[config.mk]
export PLATFORM = sky130hd
export DESIGN_NAME = bmp_pixel_unpacker
export DESIGN_NICKNAME = d
export VERILOG_FILES = /design/src/rtl/core/bpu_pkg.sv /design/src/rtl/core/bpu_front.sv /design/src/rtl/core/bpu_queue.sv /design/src/rtl/core/bpu_back.sv /design/src/rtl/core/bmp_pixel_unpacker.sv
export SDC_FILE = /design/constraint.sdc
export NUM_CORES = 1
export LEC_CHECK = 0
export BUFFER_PORTS_ARGS = -buffer_cell sky130_fd_sc_hd__buf_4
export CAP_MARGIN = 5
export CORE_MARGIN = 8
export CORE_UTILIZATION = 55
export DETAILED_ROUTE_END_ITERATION = 8
export PLACE_DENSITY = 0.82
export SETUP_SLACK_MARGIN = 0.4
export SYNTH_ARGS = -nofsm -noshare
export SYNTH_HDL_FRONTEND = slang
export SYNTH_HIERARCHICAL = 1
export SYNTH_SLANG_ARGS = --single-unit
[constraint.sdc]
create_clock -name clk -period 8.3 [get_ports clk]
set_clock_uncertainty 0.05 [all_clocks]
set_input_delay 1.66 -clock clk [delete_from_list [all_inputs] [get_ports clk]]
set_output_delay 1.66 -clock clk [all_outputs]
set_load 0.05 [all_outputs]
[src/rtl/core/bpu_pkg.sv]
// ----------------------------------------------------------------------------
// bpu_pkg: shared definitions of the BMP pixel unpacker
// Register indexes, reset values, field widths, the queue entry that carries
// one finished pixel from the front end to the channel emitter, and the
// trailing-zero helper used on the channel masks.
// ----------------------------------------------------------------------------
package bpu_pkg;

    localparam int MAX_DIM_DEFAULT = 4096;

    localparam int MASK_W    = 32;
    localparam int BPP_W     = 3;
    localparam int DIM_REG_W = 13;
    localparam int COORD_W   = 12;
    localparam int NUM_CH    = 4;
    localparam int CFG_IDX_W = 3;
    localparam int TZ_W      = 5;

    // Configuration register indexes.
    localparam logic [CFG_IDX_W-1:0] REG_RED_MASK   = 3'd0;
    localparam logic [CFG_IDX_W-1:0] REG_GREEN_MASK = 3'd1;
    localparam logic [CFG_IDX_W-1:0] REG_BLUE_MASK  = 3'd2;
    localparam logic [CFG_IDX_W-1:0] REG_ALPHA_MASK = 3'd3;
    localparam logic [CFG_IDX_W-1:0] REG_BPP        = 3'd4;
    localparam logic [CFG_IDX_W-1:0] REG_WIDTH      = 3'd5;
    localparam logic [CFG_IDX_W-1:0] REG_HEIGHT     = 3'd6;
    localparam logic [CFG_IDX_W-1:0] REG_BOTTOM_UP  = 3'd7;

    // Reset values of the configuration registers.
    localparam logic [MASK_W-1:0]    RST_RED_MASK   = 32'h00FF_0000;
    localparam logic [MASK_W-1:0]    RST_GREEN_MASK = 32'h0000_FF00;
    localparam logic [MASK_W-1:0]    RST_BLUE_MASK  = 32'h0000_00FF;
    localparam logic [MASK_W-1:0]    RST_ALPHA_MASK = 32'hFF00_0000;
    localparam logic [BPP_W-1:0]     RST_BPP        = 3'd4;
    localparam logic [DIM_REG_W-1:0] RST_WIDTH      = 13'd1;
    localparam logic [DIM_REG_W-1:0] RST_HEIGHT     = 13'd1;

    localparam logic [BPP_W-1:0] BPP_MIN = 3'd1;
    localparam logic [BPP_W-1:0] BPP_MAX = 3'd4;

    // Depth of the pixel queue between front end and emitter.
    localparam int Q_DEPTH = 4;
    localparam int Q_AW    = $clog2(Q_DEPTH);

    typedef struct packed {
        logic [MASK_W-1:0]  pixel;
        logic [COORD_W-1:0] x;
        logic [COORD_W-1:0] y;
        logic               last_img;
    } bpu_entry_t;

    // Position of the lowest set bit. The lowest bit is isolated first, so
    // the encode is a plain OR over independent bits. Zero gives zero.
    function automatic logic [TZ_W-1:0] trailing_zeros(input logic [MASK_W-1:0] m);
        logic [MASK_W-1:0] low;
        logic [TZ_W-1:0]   idx;
        low = m & (~m + 32'd1);
        idx = '0;
        for (int i = 0; i < MASK_W; i++)
        begin
            if (low[i])
            begin
                idx = idx | TZ_W'(i);
            end
        end
        return idx;
    endfunction

endpackage

[src/rtl/core/bpu_front.sv]
// ----------------------------------------------------------------------------
// bpu_front: byte gathering and position tracking
// Packs little-endian bytes into pixels, skips row padding, tracks column and
// source row, and pushes each finished pixel with its coordinates.
// ----------------------------------------------------------------------------
module bpu_front #(
    parameter int MAX_DIM = bpu_pkg::MAX_DIM_DEFAULT
) (
    input  logic                           clk,
    input  logic                           rst_n,
    input  logic                           accept,
    input  logic [7:0]                     data_byte,
    input  logic                           frame_start,
    input  logic [bpu_pkg::BPP_W-1:0]      bpp,
    input  logic [$clog2(MAX_DIM+1)-1:0]   width,
    input  logic [$clog2(MAX_DIM+1)-1:0]   height,
    input  logic                           bottom_up,
    output logic                           push,
    output bpu_pkg::bpu_entry_t            push_entry
);
    import bpu_pkg::*;

    localparam int DIM_W = $clog2(MAX_DIM + 1);
    localparam int CNT_W = $clog2(MAX_DIM);

    logic [23:0]      word_reg, word_next, word_b;
    logic [1:0]       bip_reg, bip_next, bip_b;
    logic [CNT_W-1:0] col_reg, col_next, col_b, col_u;
    logic [CNT_W-1:0] row_reg, row_next, row_b, row_u, row_adv;
    logic [1:0]       pad_reg, pad_next, pad_b, pad_dec, pad_val;
    logic             inpad_reg, inpad_next, inpad_b;
    logic [3:0]       row_bytes_lo;
    logic [MASK_W-1:0] pixel;
    logic [DIM_W-1:0] col_inc, row_inc, y_full;
    logic             partial;

    always_comb
    begin
        // A new image starts from cleared counters before the byte is used.
        word_b  = frame_start ? '0 : word_reg;
        bip_b   = frame_start ? '0 : bip_reg;
        col_b   = frame_start ? '0 : col_reg;
        row_b   = frame_start ? '0 : row_reg;
        pad_b   = frame_start ? '0 : pad_reg;
        inpad_b = frame_start ? 1'b0 : inpad_reg;

        // Counters beyond a freshly shrunk image restart at zero.
        col_u = (DIM_W'(col_b) >= width)  ? '0 : col_b;
        row_u = (DIM_W'(row_b) >= height) ? '0 : row_b;

        row_inc = DIM_W'(row_u) + DIM_W'(1);
        row_adv = (row_inc >= height) ? '0 : CNT_W'(row_inc);
        col_inc = DIM_W'(col_u) + DIM_W'(1);

        // Padding brings each row to a multiple of four bytes.
        row_bytes_lo = {2'b00, width[1:0]} * {2'b00, bpp[1:0]};
        pad_val      = 2'(2'd0 - row_bytes_lo[1:0]);
        pad_dec      = (pad_b != 2'd0) ? 2'(pad_b - 2'd1) : 2'd0;

        pixel   = {8'h00, word_b} | (MASK_W'(data_byte) << {bip_b, 3'b000});
        partial = (BPP_W'(bip_b) + BPP_W'(1)) < bpp;

        y_full = bottom_up ? DIM_W'(height - DIM_W'(1) - DIM_W'(row_u)) : DIM_W'(row_u);

        push_entry.pixel    = pixel;
        push_entry.x        = COORD_W'(col_u);
        push_entry.y        = COORD_W'(y_full);
        push_entry.last_img = (DIM_W'(col_u) == DIM_W'(width - DIM_W'(1)))
                           && (DIM_W'(row_u) == DIM_W'(height - DIM_W'(1)));

        word_next  = word_b;
        bip_next   = bip_b;
        col_next   = col_u;
        row_next   = row_u;
        pad_next   = pad_b;
        inpad_next = inpad_b;
        push       = 1'b0;

        if (inpad_b)
        begin
            pad_next = pad_dec;
            if (pad_dec == 2'd0)
            begin
                inpad_next = 1'b0;
                row_next   = row_adv;
            end
        end
        else if (partial)
        begin
            word_next = pixel[23:0];
            bip_next  = 2'(bip_b + 2'd1);
        end
        else
        begin
            push      = accept;
            word_next = '0;
            bip_next  = '0;
            if (col_inc >= width)
            begin
                col_next = '0;
                if (pad_val != 2'd0)
                begin
                    inpad_next = 1'b1;
                    pad_next   = pad_val;
                end
                else
                begin
                    row_next = row_adv;
                end
            end
            else
            begin
                col_next = CNT_W'(col_inc);
            end
        end
    end

    always_ff @(posedge clk or negedge rst_n)
    begin
        if (!rst_n)
        begin
            word_reg  <= '0;
            bip_reg   <= '0;
            col_reg   <= '0;
            row_reg   <= '0;
            pad_reg   <= '0;
            inpad_reg <= 1'b0;
        end
        else if (accept)
        begin
            word_reg  <= word_next;
            bip_reg   <= bip_next;
            col_reg   <= col_next;
            row_reg   <= row_next;
            pad_reg   <= pad_next;
            inpad_reg <= inpad_next;
        end
    end

endmodule

[src/rtl/core/bpu_queue.sv]
// ----------------------------------------------------------------------------
// bpu_queue: pixel queue
// A short first-in first-out buffer of finished pixels between the front end
// and the channel emitter.
// ----------------------------------------------------------------------------
module bpu_queue (
    input  logic                clk,
    input  logic                rst_n,
    input  logic                push,
    input  bpu_pkg::bpu_entry_t push_entry,
    input  logic                pop,
    output bpu_pkg::bpu_entry_t head,
    output logic                empty,
    output logic                full
);
    import bpu_pkg::*;

    bpu_entry_t      slots [Q_DEPTH];
    logic [Q_AW-1:0] wr_ptr_reg, wr_ptr_next;
    logic [Q_AW-1:0] rd_ptr_reg, rd_ptr_next;
    logic [Q_AW:0]   count_reg, count_next;
    logic            do_push, do_pop;

    assign empty   = (count_reg == '0);
    assign full    = (count_reg == (Q_AW+1)'(Q_DEPTH));
    assign head    = slots[rd_ptr_reg];
    assign do_push = push && !full;
    assign do_pop  = pop && !empty;

    always_comb
    begin
        wr_ptr_next = do_push ? Q_AW'(wr_ptr_reg + 1'b1) : wr_ptr_reg;
        rd_ptr_next = do_pop  ? Q_AW'(rd_ptr_reg + 1'b1) : rd_ptr_reg;
        count_next  = count_reg;
        if (do_push && !do_pop)
        begin
            count_next = (Q_AW+1)'(count_reg + 1'b1);
        end
        else if (do_pop && !do_push)
        begin
            count_next = (Q_AW+1)'(count_reg - 1'b1);
        end
    end

    always_ff @(posedge clk)
    begin
        if (do_push)
        begin
            slots[wr_ptr_reg] <= push_entry;
        end
    end

    always_ff @(posedge clk or negedge rst_n)
    begin
        if (!rst_n)
        begin
            wr_ptr_reg <= '0;
            rd_ptr_reg <= '0;
            count_reg  <= '0;
        end
        else
        begin
            wr_ptr_reg <= wr_ptr_next;
            rd_ptr_reg <= rd_ptr_next;
            count_reg  <= count_next;
        end
    end

endmodule

[src/rtl/core/bpu_back.sv]
// ----------------------------------------------------------------------------
// bpu_back: channel emitter
// Takes one pixel at a time from the queue and emits one masked, shifted channel
// per cycle, while out_stall is low, into the output register, in red, green, blue, alpha order.
// ----------------------------------------------------------------------------
module bpu_back (
    input  logic                                           clk,
    input  logic                                           rst_n,
    input  logic [bpu_pkg::NUM_CH-1:0][bpu_pkg::MASK_W-1:0] masks,
    input  bpu_pkg::bpu_entry_t                            head,
    input  logic                                           q_empty,
    output logic                                           pop,
    output logic                                           out_valid,
    input  logic                                           out_stall,
    output logic [7:0]                                     channel_value,
    output logic [1:0]                                     channel_index,
    output logic [bpu_pkg::COORD_W-1:0]                    pixel_x,
    output logic [bpu_pkg::COORD_W-1:0]                    pixel_y,
    output logic                                           last_of_pixel,
    output logic                                           last_of_image
);
    import bpu_pkg::*;

    bpu_entry_t        cur_reg;
    logic [NUM_CH-1:0] rem_reg, rem_next, nz, sel, rem_after;
    logic              active_reg, active_next;
    logic              can_emit, emit, free;
    logic [1:0]        ch;
    logic [MASK_W-1:0] m;
    logic [TZ_W-1:0]   tz;
    logic [MASK_W-1:0] shifted;

    logic              out_valid_reg;
    logic [7:0]        value_reg;
    logic [1:0]        index_reg;
    logic [COORD_W-1:0] x_reg, y_reg;
    logic              lop_reg, loi_reg;

    always_comb
    begin
        for (int i = 0; i < NUM_CH; i++)
        begin
            nz[i] = (masks[i] != '0);
        end

        can_emit  = !out_valid_reg || !out_stall;
        emit      = active_reg && can_emit;
        sel       = rem_reg & (~rem_reg + NUM_CH'(1));
        rem_after = rem_reg & ~sel;
        free      = !active_reg || (emit && (rem_after == '0));
        pop       = free && !q_empty;

        ch = '0;
        for (int i = 0; i < NUM_CH; i++)
        begin
            if (sel[i])
            begin
                ch = ch | 2'(i);
            end
        end

        m       = masks[ch];
        tz      = trailing_zeros(m);
        shifted = (cur_reg.pixel & m) >> tz;

        rem_next    = rem_reg;
        active_next = active_reg;
        if (pop)
        begin
            rem_next    = nz;
            active_next = (nz != '0);
        end
        else if (emit)
        begin
            rem_next    = rem_after;
            active_next = (rem_after != '0);
        end
    end

    always_ff @(posedge clk or negedge rst_n)
    begin
        if (!rst_n)
        begin
            active_reg    <= 1'b0;
            rem_reg       <= '0;
            out_valid_reg <= 1'b0;
        end
        else
        begin
            active_reg <= active_next;
            rem_reg    <= rem_next;
            if (can_emit)
            begin
                out_valid_reg <= active_reg;
            end
        end
    end

    always_ff @(posedge clk)
    begin
        if (pop)
        begin
            cur_reg <= head;
        end
        if (emit)
        begin
            value_reg <= shifted[7:0];
            index_reg <= ch;
            x_reg     <= cur_reg.x;
            y_reg     <= cur_reg.y;
            lop_reg   <= (rem_after == '0);
            loi_reg   <= (rem_after == '0) && cur_reg.last_img;
        end
    end

    assign out_valid     = out_valid_reg;
    assign channel_value = value_reg;
    assign channel_index = index_reg;
    assign pixel_x       = x_reg;
    assign pixel_y       = y_reg;
    assign last_of_pixel = lop_reg;
    assign last_of_image = loi_reg;

endmodule

[src/rtl/core/bmp_pixel_unpacker.sv]
// ----------------------------------------------------------------------------
// bmp_pixel_unpacker: streaming BMP bitfields pixel decoder
// The input channel takes the raw pixel array, one byte per item, padding
// included; frame_start marks the first byte of an image and clears all
// counters. For every finished pixel the output channel gives one item per
// nonzero mask (red, green, blue, alpha order) with column, destination row
// and last-of-pixel / last-of-image flags.
// Throughput: one byte per cycle while in_stall is low. The emitter delivers
// one channel per cycle while out_stall is low, so a pixel with more nonzero
// masks than stored bytes slows the input once the four-entry pixel queue fills.
// The last byte of a pixel writes it into the queue; the emitter then loads
// it into its current-pixel register and registers each channel for output.
// in_stall rises only while the pixel queue is full; out_stall holds the
// output register, and bytes keep flowing until the queue fills behind it.
// Reset returns the registers to their defaults (32-bit BGRA, 1x1 image,
// bottom-up) and empties the queue and the output register.
// Configuration is to be written only while the block is idle; the block itself does not enforce this.
// ----------------------------------------------------------------------------
module bmp_pixel_unpacker #(
    parameter int MAX_DIM = bpu_pkg::MAX_DIM_DEFAULT
) (
    input  logic                           clk,
    input  logic                           rst_n,
    input  logic                           cfg_wr_en,
    input  logic [bpu_pkg::CFG_IDX_W-1:0]  cfg_index,
    input  logic [bpu_pkg::MASK_W-1:0]     cfg_wdata,
    input  logic                           in_valid,
    output logic                           in_stall,
    input  logic [7:0]                     data_byte,
    input  logic                           frame_start,
    output logic                           out_valid,
    input  logic                           out_stall,
    output logic [7:0]                     channel_value,
    output logic [1:0]                     channel_index,
    output logic [bpu_pkg::COORD_W-1:0]    pixel_x,
    output logic [bpu_pkg::COORD_W-1:0]    pixel_y,
    output logic                           last_of_pixel,
    output logic                           last_of_image
);
    import bpu_pkg::*;

    localparam int DIM_W = $clog2(MAX_DIM + 1);
    localparam int CMP_W = (DIM_W > DIM_REG_W) ? DIM_W : DIM_REG_W;

    // Configuration registers, kept at their architected widths.
    logic [NUM_CH-1:0][MASK_W-1:0] masks_reg;
    logic [BPP_W-1:0]              bpp_reg;
    logic [DIM_REG_W-1:0]          width_reg;
    logic [DIM_REG_W-1:0]          height_reg;
    logic                          bottom_up_reg;

    // Effective settings after range limiting.
    logic [BPP_W-1:0] bpp_eff;
    logic [CMP_W-1:0] width_ext, height_ext;
    logic [DIM_W-1:0] width_eff, height_eff;

    logic       accept;
    logic       push, pop, q_empty, q_full;
    bpu_entry_t push_entry, head;

    always_ff @(posedge clk or negedge rst_n)
    begin
        if (!rst_n)
        begin
            masks_reg[0]  <= RST_RED_MASK;
            masks_reg[1]  <= RST_GREEN_MASK;
            masks_reg[2]  <= RST_BLUE_MASK;
            masks_reg[3]  <= RST_ALPHA_MASK;
            bpp_reg       <= RST_BPP;
            width_reg     <= RST_WIDTH;
            height_reg    <= RST_HEIGHT;
            bottom_up_reg <= 1'b1;
        end
        else if (cfg_wr_en)
        begin
            case (cfg_index)
                REG_RED_MASK:   masks_reg[0]  <= cfg_wdata;
                REG_GREEN_MASK: masks_reg[1]  <= cfg_wdata;
                REG_BLUE_MASK:  masks_reg[2]  <= cfg_wdata;
                REG_ALPHA_MASK: masks_reg[3]  <= cfg_wdata;
                REG_BPP:        bpp_reg       <= cfg_wdata[BPP_W-1:0];
                REG_WIDTH:      width_reg     <= cfg_wdata[DIM_REG_W-1:0];
                REG_HEIGHT:     height_reg    <= cfg_wdata[DIM_REG_W-1:0];
                REG_BOTTOM_UP:  bottom_up_reg <= cfg_wdata[0];
                default:        bottom_up_reg <= bottom_up_reg;
            endcase
        end
    end

    // A zero byte count acts as one byte, anything above four as four.
    // Image sizes of zero act as one, sizes above MAX_DIM as MAX_DIM.
    always_comb
    begin
        if (bpp_reg == '0)
        begin
            bpp_eff = BPP_MIN;
        end
        else if (bpp_reg > BPP_MAX)
        begin
            bpp_eff = BPP_MAX;
        end
        else
        begin
            bpp_eff = bpp_reg;
        end

        width_ext  = CMP_W'(width_reg);
        height_ext = CMP_W'(height_reg);

        if (width_ext == '0)
        begin
            width_eff = DIM_W'(1);
        end
        else if (width_ext > CMP_W'(MAX_DIM))
        begin
            width_eff = DIM_W'(MAX_DIM);
        end
        else
        begin
            width_eff = DIM_W'(width_ext);
        end

        if (height_ext == '0)
        begin
            height_eff = DIM_W'(1);
        end
        else if (height_ext > CMP_W'(MAX_DIM))
        begin
            height_eff = DIM_W'(MAX_DIM);
        end
        else
        begin
            height_eff = DIM_W'(height_ext);
        end
    end

    // The front end stalls whenever the pixel queue is full, also for bytes that finish no pixel.
    assign in_stall = q_full;
    assign accept   = in_valid && !in_stall;

    bpu_front #(
        .MAX_DIM (MAX_DIM)
    ) u_front (
        .clk         (clk),
        .rst_n       (rst_n),
        .accept      (accept),
        .data_byte   (data_byte),
        .frame_start (frame_start),
        .bpp         (bpp_eff),
        .width       (width_eff),
        .height      (height_eff),
        .bottom_up   (bottom_up_reg),
        .push        (push),
        .push_entry  (push_entry)
    );

    bpu_queue u_queue (
        .clk        (clk),
        .rst_n      (rst_n),
        .push       (push),
        .push_entry (push_entry),
        .pop        (pop),
        .head       (head),
        .empty      (q_empty),
        .full       (q_full)
    );

    bpu_back u_back (
        .clk           (clk),
        .rst_n         (rst_n),
        .masks         (masks_reg),
        .head          (head),
        .q_empty       (q_empty),
        .pop           (pop),
        .out_valid     (out_valid),
        .out_stall     (out_stall),
        .channel_value (channel_value),
        .channel_index (channel_index),
        .pixel_x       (pixel_x),
        .pixel_y       (pixel_y),
        .last_of_pixel (last_of_pixel),
        .last_of_image (last_of_image)
    );

endmodule
After elaboration in Yosys (flattened, before gate mapping)
Memories as Yosys holds them, arrays and structs flattened. A register that Yosys moved wholly into a read port is not among the register bits.
Cells that the tools add are included.
{ "totals": {"regBits": 260, "ramBits": 228, "input_bits": 49, "output_inout_bits": 38, "wordCells": 256, "n_memories": 1} }
{ "classes": {"addsub": 15, "n_mul": 1, "order_cmp": 9, "n_eq_ne": 18, "shift": 2, "n_mux": 132, "bitwise_logic": 8, "n_reduce_logical": 44} }
{ "mem_list": {"columns": ["name", "words", "width", "read_ports", "rd_clocked_by_memory_dff", "wr", "line_no", "source"], "rows": [
  ["u_queue.slots", 4, 57, 1, 1, 1, "bpu_queue.sv:18", "bpu_entry_t slots [Q_DEPTH];"]
]} }
{ "op_table": {"columns": ["op", "n"], "rows": [
  ["12-bit two-way mux", 24],
  ["32-bit two-way mux", 9],
  ["13-bit two-way mux", 10],
  ["32-bit nonzero test", 4],
  ["24-bit two-way mux", 4],
  ["5-bit two-way mux", 16],
  ["32-bit bitwise AND", 2],
  ["32-bit binary-select mux with 2-bit select", 1],
  ["4-bit two-way mux", 11],
  ["2-bit two-way mux", 20],
  ["3-bit two-way mux", 12],
  ["32-bit by 1-bit adder with 32-bit output, second input constant", 1],
  ["32-bit NOT", 1],
  ["24-bit by 32-bit OR with 32-bit output", 1],
  ["8-bit by 5-bit << shifter with 32-bit output", 1],
  ["32-bit by 5-bit right shift with 8-bit output", 1],
  ["12-bit by 1-bit adder with 13-bit output, second input constant", 2],
  ["12-bit by 13-bit equality test with 1-bit output", 2],
  ["12-bit by 13-bit >= comparator with 1-bit output", 2],
  ["13-bit >= comparator", 2],
  ["13-bit greater-than comparator, second input constant", 2],
  ["13-bit logical NOT", 2],
  ["13-bit by 1-bit subtractor with 13-bit output, second input constant", 2],
  ["1-bit two-way mux", 25],
  ["other kinds (27)", 72]
]} }

Longest topological paths before layout
{ "depth": {"depth_word": 43, "ltp_mapped": 29, "mapped_depth_nobuf": 24} }

By module
The synthesis kept the hierarchy.
{ "by_module_without_submodules": {"columns": ["mod", "instances", "cells_per_inst", "area_each_um2", "seq_area_each_um2"], "rows": [
  ["bpu_queue", 1, 334, 8653.3, 7021.7],
  ["bpu_back", 1, 660, 6617.6, 2942.8],
  ["bmp_pixel_unpacker", 1, 383, 6409.9, 3998.8],
  ["bpu_front", 1, 852, 6379.9, 1326.3]
]} }

Worst setup path before layout
No wires, ideal clock.
{ "synth_path": {"path_kind": "input -> register", "startpoint": "input port frame_start", "endpoint": "register u_front.row_reg[3]", "setup_time_ns": 0.122, "arrival_ns": 7.362, "required_ns": 8.128, "setup_slack_ns": 0.767, "path_stages": 28, "n_path_buf": 6, "path_cell_list": "clkbuf_1 > clkbuf_1 > clkbuf_1 > clkbuf_1 > nor2b_1 > ha_1 > o21ai_0 > o21ai_0 > o2111ai_1 > a21oi_1 > nor2_1 > clkbuf_1 > nand2_1 > inv_1 > ha_1 > and3_1 > nand3_1 > nor4_1 > and3_1 > xnor2_1 > ha_1 > a21oi_1 > nand2_1 > o21a_1 > clkbuf_1 > o21ai_0 > o22ai_1 > a2111oi_1"} }
{ "synth_between": {"elab_chain_len": 16, "word_cells_on_any_way": 32, "cone_classes": "4 x add/sub; 5 x order compare; 21 x mux; 2 x reduce/logical"} }
{ "synth_lines": {"columns": ["element", "line_no", "source"], "rows": [
  ["start: declaration", "bmp_pixel_unpacker.sv:30", "input logic frame_start,"],
  ["12-bit two-way mux", "bpu_front.sv:43", "row_b = frame_start ? '0 : row_reg;"],
  ["12-bit by 13-bit >= comparator with 1-bit output", "bpu_front.sv:49", "row_u = (DIM_W'(row_b) >= height) ? '0 : row_b;"],
  ["12-bit two-way mux", "bpu_front.sv:49", null],
  ["12-bit by 1-bit adder with 13-bit output", "bpu_front.sv:51", "row_inc = DIM_W'(row_u) + DIM_W'(1);"],
  ["13-bit >= comparator", "bpu_front.sv:52", "row_adv = (row_inc >= height) ? '0 : CNT_W'(row_inc);"],
  ["12-bit two-way mux", "bpu_front.sv:52", null],
  ["12-bit two-way mux", "bpu_front.sv:101", "if (pad_val != 2'd0)"],
  ["12-bit two-way mux", "bpu_front.sv:98", "if (col_inc >= width)"],
  ["12-bit two-way mux", "bpu_front.sv:88", "else if (partial)"],
  ["12-bit two-way mux", "bpu_front.sv:79", "if (inpad_b)"],
  ["12-bit two-way mux", "bpu_front.sv:98", null],
  ["12-bit two-way mux", "bpu_front.sv:88", null],
  ["12-bit two-way mux", "bpu_front.sv:79", null],
  ["12-bit two-way mux", "bpu_front.sv:88", null],
  ["12-bit two-way mux", "bpu_front.sv:79", null],
  ["12-bit two-way mux (*)", "bpu_front.sv:79", null],
  ["end signal: assignment", "bpu_front.sv:134", "row_reg <= row_next;"],
  ["end: declaration", "bpu_front.sv:29", "logic [CNT_W-1:0] row_reg, row_next, row_b, row_u, row_adv;"]
]} }
Every way passes the cells marked *; elsewhere a longest branch is shown, timed or not. The select of a mux whose other input is x is not followed.
A chain may end at the register's enable or synchronous reset.

==> impl_metrics.py <==
metrics = {
    "status": {
        "outcome": "completed",
    },
    "cells_and_area": {
        "regArea_sq_um": 15300,
        "drive_above_1_share_pct": 21.6,
        "n_antenna_cell": 0,
        "fin_util_pct": 62.1,
        "nets": 2419,
        "multi_input_area_sq_um": 11800,
        "largest_reg_flops": 228,
        "area_growth_pct": 11.2,
        "n_fill_cell": 3752,
    },
    "global_routing": {
        "overflow": 0,
        "grt.met3_usage_pct": 3.87,
        "antenna_found_initial": 0,
        "gr-usage-met1_pct": 32.3,
        "top_usage_layer": "met2",
        "grt_pass1_vias": 19700,
        "gr-usage-all-layers_pct": 25.4,
        "grt_max_degree": 99,
        "grt_use_met2_pct": 42.9,
        "grt_pass1_wl_mm": 118,
    },
    "synth": {
        "ys_dominant_reg_cell": "edfxtp_1",
        "yosysWarnings": 6,
        "ys_seq_elements": 545,
        "postSynth.asyncResetShare_pct": 41.1,
        "synth_nets": 2354,
        "synth_top_area_share_pct": 34.4,
        "yosys-top-cells-area": "edfxtp_1, dfrtp_1, mux4_2",
        "yosysMostFrequentCell": "edfxtp_1",
        "yosysSeqAreaShare_pct": 54.5,
        "netlist_instances": 2229,
        "netlist_area_sq_um": 28100,
        "yosys-top-cells-count": "edfxtp_1, dfrtp_1, nand2_1",
        "syn_area_per_cell_sq_um": 12.6,
        "yosys.cell_types.count": 105,
        "synth_edf_count": 321,
        "yosysTopAreaCell": "edfxtp_1",
    },
    "sta": {
        "setup_viol": 0,
        "max_freq_mhz": 148,
        "final-hold-violation-count": 0,
        "grt_setup_unrepaired": "no",
        "max_slew.worst_pin.slew_ns": 1.00,
        "period_needed_ns": 6.76,
        "fin_crit_sh_pct": 81.5,
        "tns_ns": 0,
        "slew_headroom_pct": 33.0,
        "slew_violations": 0,
    },
    "drt": {
        "ant_nets": 0,
        "post_drt_wl_per_cell_um": 25.2,
        "dr.pass1.iters": 9,
        "wl_mm": 75.8,
        "route.vias.total": 19400,
        "drc": 0,
        "viasPerCell": 6.43,
        "drt_iter0_markers": 2028,
    },
    "pwr": {
        "p_int_mw": 7.39,
        "power_frac_comb_pct": 42.7,
        "p_switching_mw": 4.85,
        "clkPwrFrac_pct": 21.7,
        "power_density_nw_per_um2": 392,
        "power.leakage_nw": 12.1,
        "power.share.switching_pct": 39.6,
        "seqPwrFrac_pct": 35.7,
        "peakVddDrop_uv": 333,
    },
    "clocking": {
        "clk_pin_slew_ns": 0.06,
        "insertion_delay_ns": 0.62,
        "cts_resized": 0,
        "cts_root_buffer": "clkbuf_16",
        "cts_hold_buf": 0,
        "cts.sinks": 545,
        "cts_tree": "built",
        "cts_buffer_depth": 3,
        "postCtsSetupBuffers": 0,
        "htree_levels": 2,
        "cts_buffers": 56,
    },
    "floorplanning": {
        "ios": 87,
        "die_area_sq_um": 58500,
        "initial_utilization_pct": 55.8,
        "die_y_um": 242,
        "rows": 82,
        "coreArea_sq_um": 50300,
        "fp.dieW_um": 242,
    },
    "run": {
        "cap_violations": 0,
    },
    "worst_setup_path": {
        "end_kind": "register",
        "crit_fanout": 35,
        "path_class": "in2reg",
        "worst_setup_path_start_kind": "primary input",
        "critPathRequiredTime_ns": 8.75,
        "crit_arrival_ns": 7.21,
    },
    "placement": {
        "io_buffers": 86,
        "place_hpwl_mm": 52.3,
        "place.gp.congestion": 0.998,
    },
    "worst_hold_path": {
        "hold_class": "reg2reg",
    },
}
-- final timing paths --
| path | from | to | slack [ns] | cells after the start |
|---|---|---|---|---|
| setup reg to reg | width_ext[12] | u_front/row_reg[3] | 1.85 | 22 |
| max in group asynchronous | rst_n | u_queue/rd_ptr_reg[1] | 5.63 | 2 |
| hold / removal | u_back/cur_reg[23] | u_back/pixel_x[10] | 0.37 | 0 |
| setup / recovery | frame_start | u_front/row_reg[3] | 1.54 | 23 |
| min in group asynchronous | rst_n | masks_reg[118] | 1.03 | 1 |
| hold reg to reg | u_back/cur_reg[23] | u_back/pixel_x[10] | 0.37 | 0 |
-- layout make-up --
| class | count | area share (%) |
|---|---|---|
| clock buffer | 74 | 5.12 |
| clock inverter | 32 | 1.21 |
| inverter | 106 | 1.27 |
| multi-input combinational | 1461 | 37.7 |
| sequential | 545 | 49.0 |
| tap | 672 | 2.69 |
| timing repair buffer | 124 | 3.01 |
-- power groups by stage --
stage	Sequential, mW	Combinational (mW)	Clock, mW
after floorplan	4.32	3.70	0
after global placement	4.37	5.00	0
after detailed placement	4.40	5.11	0
after CTS	4.36	5.16	2.69
after global routing	4.44	5.60	2.79
final	4.36	5.22	2.65
-- cells by family after synthesis --
kind of cell               after synthesis  synth area share [%]
muxes                                  292                  14.2
DFF                                    545                  54.5
adders and majority gates               77                  3.48
buffers and inverters                  223                  3.82
AOI/OAI and AO/OA                      397                  9.87
and+or+nand+nor                        636                  12.3
xor gates and xnor gates                59                  1.89
-- layout by cell type (no fill, tap or decap), drive strengths merged, types with 18 or more instances in the layout --
master  count
a21oi      74
nand3      49
clkbuf     74
nor2b      69
inv       110
mux2      177
buf       124
nand4      29
nand2     141
edfxtp    321
dfstp      36
and3       19
nor4       46
xnor2      46
o211ai     19
dfrtp     188
ha         74
a31o       24
nor3b      23
and2       20
o21ai      82
a21o       24
nand2b     21
nor3       40
o22ai      21
mux2i      58
clkinv     18
mux4       57
nor2      114
-- worst max-delay path, stage by stage --
cell       delay (ns)
buf_4            0.26
buf_4            0.40
nor2_1           0.10
ha_1             0.30
a211oi_1         0.26
o2bb2ai_2        0.12
a31oi_4          0.31
and3_1           0.25
and2_1           0.24
ha_1             0.24
and2_1           0.17
and3_1           0.25
nand4_1          0.21
nor3b_1          0.26
ha_1             0.28
nand4_1          0.14
a211oi_1         0.06
a221o_1          0.41
o211ai_2         0.27
mux2i_1          0.24
inv_1            0.26
nand2_1          0.09
a2111oi_1        0.39
-- layer usage --
layer,share of wire [%],wire [um]
met1,40,30000
met2,49,37100
met3,6.8,5130
met4,4.7,3540
met5,0,0
-- per-stage QoR --
| stage | hold WS [ns] | std cells | setup slack (ns) | instance area (sq um) | total power, mW |
|---|---|---|---|---|---|
| 3_3_place_gp | 0.354 | 2908 | 1.07 | 29200 | 9.36 |
| 3_5_place_dp | 0.355 | 2908 | 0.924 | 29200 | 9.51 |
| 4_1_cts | 0.369 | 3014 | 1.56 | 31200 | 12.2 |
| 5_1_grt | 0.379 | 3014 | 1.11 | 31200 | 12.8 |
| 6_report | 0.367 | 3014 | 1.54 | 31200 | 12.2 |
| 2_1_floorplan | 0.350 | 2229 | 0.767 | 28100 | 8.02 |
(Power assumes the default switching activity.)
